--- config.mk ---
export PLATFORM = sky130hd
export DESIGN_NAME = btsm_result_fifo
export DESIGN_NICKNAME = d
export VERILOG_FILES = /design/src/btsm_pkg.sv /design/src/btsm_result_fifo.sv
export SDC_FILE = /design/constraint.sdc
export NUM_CORES = 1
export LEC_CHECK = 0
export CAP_MARGIN = 30
export CORE_AREA = 3 3 40 42
export DETAILED_ROUTE_END_ITERATION = 10
export DIE_AREA = 0 0 43 45
export DONT_BUFFER_PORTS = 1
export SLEW_MARGIN = 20
export SYNTH_ARGS = -nofsm -noshare
export SYNTH_HDL_FRONTEND = slang
export SYNTH_SLANG_ARGS = --single-unit
--- constraint.sdc ---
create_clock -name i_clk -period 2.5 [get_ports i_clk]
set_input_delay 0.125 -clock i_clk [delete_from_list [all_inputs] [get_ports i_clk]]
set_output_delay 0.125 -clock i_clk [all_outputs]
set_load 0.05 [all_outputs]
--- src/btsm_pkg.sv ---
package btsm_pkg;

    // Field widths of one beat on each side.
    localparam int FUNC_W  = 3;
    localparam int ADDR_W  = 48;
    localparam int LEN_W   = 7;
    localparam int REG_W   = 6;
    localparam int WORD_W  = 64;
    localparam int WIN_W   = 32;

    // Operation codes carried in the input tuser field.
    localparam logic [FUNC_W-1:0] FUNC_CHECK_RANGE = 3'd0;
    localparam logic [FUNC_W-1:0] FUNC_TAINT_RANGE = 3'd1;
    localparam logic [FUNC_W-1:0] FUNC_CLEAR_RANGE = 3'd2;
    localparam logic [FUNC_W-1:0] FUNC_CHECK_REG   = 3'd3;
    localparam logic [FUNC_W-1:0] FUNC_TAINT_REG   = 3'd4;
    localparam logic [FUNC_W-1:0] FUNC_CLEAR_REG   = 3'd5;

    // One result beat.
    typedef struct packed {
        logic out_of_window;
        logic tainted;
    } t_result;

endpackage

--- src/btsm_result_fifo.sv ---
module btsm_result_fifo (
    input  logic              i_clk,
    input  logic              i_rst_n,
    input  logic              i_push,
    input  btsm_pkg::t_result i_data,
    output logic              o_valid,
    output btsm_pkg::t_result o_data,
    input  logic              i_ready
);
    import btsm_pkg::*;

    t_result    r_slot [2];
    logic       r_wptr;
    logic       r_rptr;
    logic [1:0] r_count;
    logic       pop;

    assign pop     = o_valid && i_ready;
    assign o_valid = (r_count != 2'd0);
    assign o_data  = r_slot[r_rptr];

    // Two-entry result buffer so a finished result never stalls the datapath.
    always_ff @(posedge i_clk) begin
        if (i_push) begin
            r_slot[r_wptr] <= i_data;
        end
    end

    always_ff @(posedge i_clk) begin
        if (!i_rst_n) begin
            r_wptr  <= 1'b0;
            r_rptr  <= 1'b0;
            r_count <= 2'd0;
        end else begin
            if (i_push) begin
                r_wptr <= ~r_wptr;
            end
            if (pop) begin
                r_rptr <= ~r_rptr;
            end
            r_count <= r_count + 2'(i_push) - 2'(pop);
        end
    end

endmodule

==> impl_results.md, run 1 <==
- Outcome: completed
- CP Max Fanout: 3
- GRT Util Overall: 0.0664
- Top layer in use: met4
- Hold WS: 37.2 ps
- Die extent in x: 43 um
- Post-synth top area share: 0.314
- Worst-path clk slew: 60 ps
- CP arrival: 1600 ps
- Crit path buf inv count: 1
- Sequential share of the synthesized area: 0.575
- CP required: 2700 ps
- Yosys cell types: 14
- Avg Inst Size Synth: 13.7 um^2
- H-tree depth: 1
- Row cnt: 13
- Count of final max-slew check failures: 0
- # port buffers: 0
- Via Count: 212
- Crit path cell chain: o21a_1, ha_1, inv_1, ha_1, xnor3_1, nor2b_2
- CTS tree: yes
- Vias in the first global route: 216
- Max-cap violations: 0
- DR pass1 iterations: 2
- Global route total overflow: 0
- Storage cell area: 220 um^2
- Die Ht: 45 um
- Register bit total from synthesis: 9
- Relative max-transition margin: 0.821
- Min Clock Period, post-route: 1400 ps
- Most frequent CP cell: ha_1
- Gate count of the mapped netlist: 28
- Largest net degree at the start of global routing: 6
- Area leader, netlist: edfxtp_1
- Worst hold path class: primary input to register
- # setup viols final: 0
- RSZ-0062 raised after global routing: false
- Antenna diodes: 0
- Clock Path Buffers: 2
- Post-cts sizing count: 0
- Routed wl met2: 250 um
- Area of the core: 0.00128 mm^2
- Slowest cell on the critical path: dfxtp_1
- Largest cells by area after synthesis: edfxtp_1, dfxtp_1, ha_1
- Syn nets: 36
- CP Class: register to register
- Ports: 9
- # nets final: 44
- DR vias/cell: 4.24
- Antenna Violating Nets Remaining: 0
- Clk sink count: 9
- VDD IR max: 0.000497 V
- Worst-Margin Slew: 269 ps
- Post-synth top flop: dfxtp_1
- Power Density: 1130 mW/mm^2
- Routed len/inst: 10.6 um
- Async set or reset register ratio after synthesis: 0
- Cell Area, Synth: 383 um^2
- Crit. End Element: register
- Slowest cell delay on critical path: 330 ps
- EDFF count, synth: 4
- Fin. Hold Viols: 0
- DRT met1 WL: 209 um
- Share of layout cells above drive strength 1: 0.200
- Layout area overhead: 19.6%
- Place WS: 1100 ps
- Fillers: 138
- Hold Buf Count CTS: 3
- Leakage: 0.185 nW
- Initial Util: 0.298
- Max Freq: 715 MHz
- Startpoint Class: register
- Fin Setup TNS: 0 ps
- Ys Warns: 0
- Clock Latency Late Sink: 260 ps
- Wirelength, routed: 530 um
- Initial antenna violation count: 0
- Iter 0 DRT Violations: 3
- CP delay by family, top: adder cells
- DRC: 0
- Multi-input gate area: 155 um^2
- Met3 Wirelength: 52 um
- Die area: 0.00194 mm^2
- Skew final: 1.10 ps
- Part of the cycle the worst path needs: 0.560
- Fin util: 0.356
- Post-CTS setup buffers: 0
- CTS Root Cell: clkbuf_4
- PnR worst setup slack: 1100 ps
- Global-route wire length before repair: 876 um
- Total Power: 0.519 mW
- GP Congestion: 0.688
- Number of CTS-inserted buffers: 3
[where the power goes]
group	internal, mW	total [mW]	switching, mW
clock	0.0614	0.110	0.0486
sequential	0.185	0.204	0.0189
combinational	0.0889	0.205	0.116
[worst paths after layout]
| check | startpoint | to | slack, ps | depth (start not counted) |
|---|---|---|---|---|
| setup reg to reg | r_count[1] | r_count[1] | 1100 | 6 |
| hold / removal | i_rst_n | register | 40 | 2 |
| hold reg to reg | r_rptr | register | 490 | 2 |
| setup / recovery | r_count[1] | r_count[1] | 1100 | 6 |
[through the flow]
stage	std cells	area [um^2]
2_1_floorplan	28	383
3_3_place_gp	43	402
3_5_place_dp	43	402
4_1_cts	50	458
5_1_grt	50	458
6_report	50	458
[layout make-up]
type,instances,area share
Inverter,2,0.0164
Timing Repair Buffer,3,0.0656
Sequential cell,9,0.481
Tap cell,15,0.0410
Clock buffer,4,0.0574
Multi-Input combinational cell,17,0.339
[logic make-up after synthesis]
family	Yosys count	share of synthesized area
mux	4	0.111
fa+ha+maj	2	0.0653
xor+xnor	1	0.0588
flops	9	0.575
compound gates	2	0.0392
buf+inv	2	0.0196
simple gates	8	0.131
[cells in the final DEF (no fill, tap or decap), drive strengths merged]
cell         instances
nand2b               1
ha                   2
or2                  1
mux2i                2
o21a                 2
nor2b                3
xnor3                1
dfxtp                5
inv                  2
nand2                1
edfxtp               4
clkbuf               4
and2                 2
dlygate4sd3          3
mux2                 2
[synthesized netlist by cell type, types with 2 or more instances]
master and number:
dfxtp_1 5, edfxtp_1 4, and2_1 2, ha_1 2, inv_1 2, mux2_2 2, mux2i_1 2, nor2b_1 2
o21a_1 2
[worst register-to-register path, cell delays in order (launching register included)]
cell	delay [ps]
dfxtp_1	330
o21a_1	220
ha_1	280
inv_1	50
ha_1	140
xnor3_1	220
nor2b_2	100
[per-layer routing]
layer | vias to the layer above | global-route usage
met5 | - | 0
met4 | 0 | 0.0723
met3 | 3 | 0.0518
met2 | 8 | 0.0868
met1 | 92 | 0.0620
li1 | 109 | -
No activity file was read; power rests on OpenSTA's default activity.
==> inputs of run 2 (changes only) <==
==> constraint.sdc (replaced) <==
create_clock -name i_clk -period 1.4 [get_ports i_clk]
set_input_delay 0.07 -clock i_clk [delete_from_list [all_inputs] [get_ports i_clk]]
set_output_delay 0.07 -clock i_clk [all_outputs]
set_load 0.05 [all_outputs]
==> run 2 against run 1 <==
  * Non-clock buffer count grew 3
  * Utilization grew 1.9 points
  * Via count grew 9.9%
  * Global-route usage grew 0.78 points
  * Cell area grew 5.5%
==> impl_results.md, run 2 (synthesis results as in run 1) <==
- DR vias/cell: 4.40
- CTS tree: yes
- Share of layout cells above drive strength 1: 0.316
- Placed cell areas: 409 um^2
- RSZ-0062 raised after global routing: true
- H-tree depth: 1
- DR pass1 iterations: 3
- Slowest cell delay on critical path: 320 ps
- Skew final: 1.18 ps
- Total Power: 0.993 mW
- Crit path buf inv count: 1
- CP arrival: 1550 ps
- CP Max Fanout: 2
- Slowest cell on the critical path: dfxtp_2
- Initial antenna violation count: 0
- Global route total overflow: 0
- Max Freq: 736 MHz
- Global-route wire length before repair: 931 um
- DRC: 0
- Vias in the first global route: 223
- # nets final: 47
- Die area: 0.00194 mm^2
- Design Area, Final: 483 um^2
- Startpoint Class: register
- Clock Latency Late Sink: 250 ps
- Place WS: 43.5 ps
- Leakage: 0.201 nW
- Commonest non-fill, non-tap cell in the layout: edfxtp_1
- Clk sink count: 9
- CP required: 1590 ps
- Ports: 9
- # port buffers: 0
- Wirelength, routed: 572 um
- Min Clock Period, post-route: 1360 ps
- Clock Path Buffers: 2
- Layout area overhead: 26.1%
- GRT Util Overall: 0.0742
- Outcome: completed
- Crit path cell chain: o21a_1, ha_1, inv_1, ha_1, xnor3_1, nor2b_2
- CP Class: register to register
- VDD IR max: 0.000602 V
- Relative max-transition margin: 0.822
- Worst-Margin Slew: 269 ps
- CP delay by family, top: adder cells
- Number of CTS-inserted buffers: 3
- Power Density: 2060 mW/mm^2
- Worst-path clk slew: 60 ps
- Crit. End Element: register
- Count of final max-slew check failures: 0
- Most frequent CP cell: ha_1
- Inst Count DP: 44
- Fin. Hold Viols: 0
- Row cnt: 13
- Initial Util: 0.298
- Non-Filler Instances: 53
- Fin Setup TNS: 0 ps
- Largest net degree at the start of global routing: 6
- Commonest cells after routing, fill and taps aside: edfxtp_1, dfxtp_1, clkbuf_4, dlygate4sd3_1, buf_4
- Die Ht: 45 um
- CTS Root Cell: clkbuf_4
- Part of the cycle the worst path needs: 0.970
- GP Congestion: 0.699
- Worst hold path class: primary input to register
- Die extent in x: 43 um
- Antenna Violating Nets Remaining: 0
- Antenna diodes: 0
- # setup viols final: 0
- Routed len/inst: 10.8 um
- Fillers: 133
- Area of the core: 0.00128 mm^2
- Iter 0 DRT Violations: 1
- PnR worst setup slack: 41.9 ps
- Via Count: 233
- Max-cap violations: 0
## run 2: layer usage
| layer | vias up | GRT usage | wire [um] |
|---|---|---|---|
| li1 | 116 | - | - |
| met5 | - | 0 | 0 |
| met4 | 0 | 0.0904 | 26 |
| met1 | 106 | 0.0575 | 173 |
| met3 | 4 | 0.0478 | 63 |
| met2 | 7 | 0.114 | 309 |
## run 2: final cells by class
cell class,instances,area [um^2],area share
multi-input combinational,17,155,0.321
clock buffer,4,26.3,0.0544
sequential,9,223,0.461
inverter,2,7.51,0.0155
timing repair buffer,6,52.6,0.109
tap,15,18.8,0.0389
## run 2: where the power goes
group	internal (mW)	switching [mW]	total [mW]
logic	0.206	0.228	0.434
clock network	0.109	0.0837	0.193
registers	0.337	0.0287	0.365
total	0.652	0.341	0.993
## run 2: per-stage QoR
| step | util | hold slack, ps |
|---|---|---|
| global route | 0.376 | 10.9 |
| floorplan | - | 169 |
| detailed placement | 0.318 | 169 |
| finish | 0.376 | 16.5 |
| CTS | 0.362 | 11.2 |
| global placement | 0.318 | 169 |
## run 2: worst register-to-register path, delay by kind of cell, from the launching register on
| family | cells | cell delay, ps |
|---|---|---|
| buffers and inverters | 1 | 50 |
| AO/OA/AOI/OAI | 1 | 190 |
| AND/OR/NAND/NOR | 1 | 110 |
| adder cells (fa/ha/maj) | 2 | 400 |
| flip-flops | 1 | 320 |
| XOR/XNOR | 1 | 220 |
## run 2: timing repair
item	in CTS	in global routing
endpoints found under the setup margin	0	2
hold buffers	3	0
hold endpoints to repair	8	0
setup buffers	0	2
gates resized for setup	0	2
## run 2: final timing paths
kind / start / end / slack, ps / depth (start not counted)
setup / recovery: r_count[1] / r_count[1] / 40 / 6
hold reg to reg: r_rptr / register / 500 / 2
hold / removal: i_rst_n / register / 20 / 2
setup reg to reg: r_count[1] / r_count[1] / 40 / 6
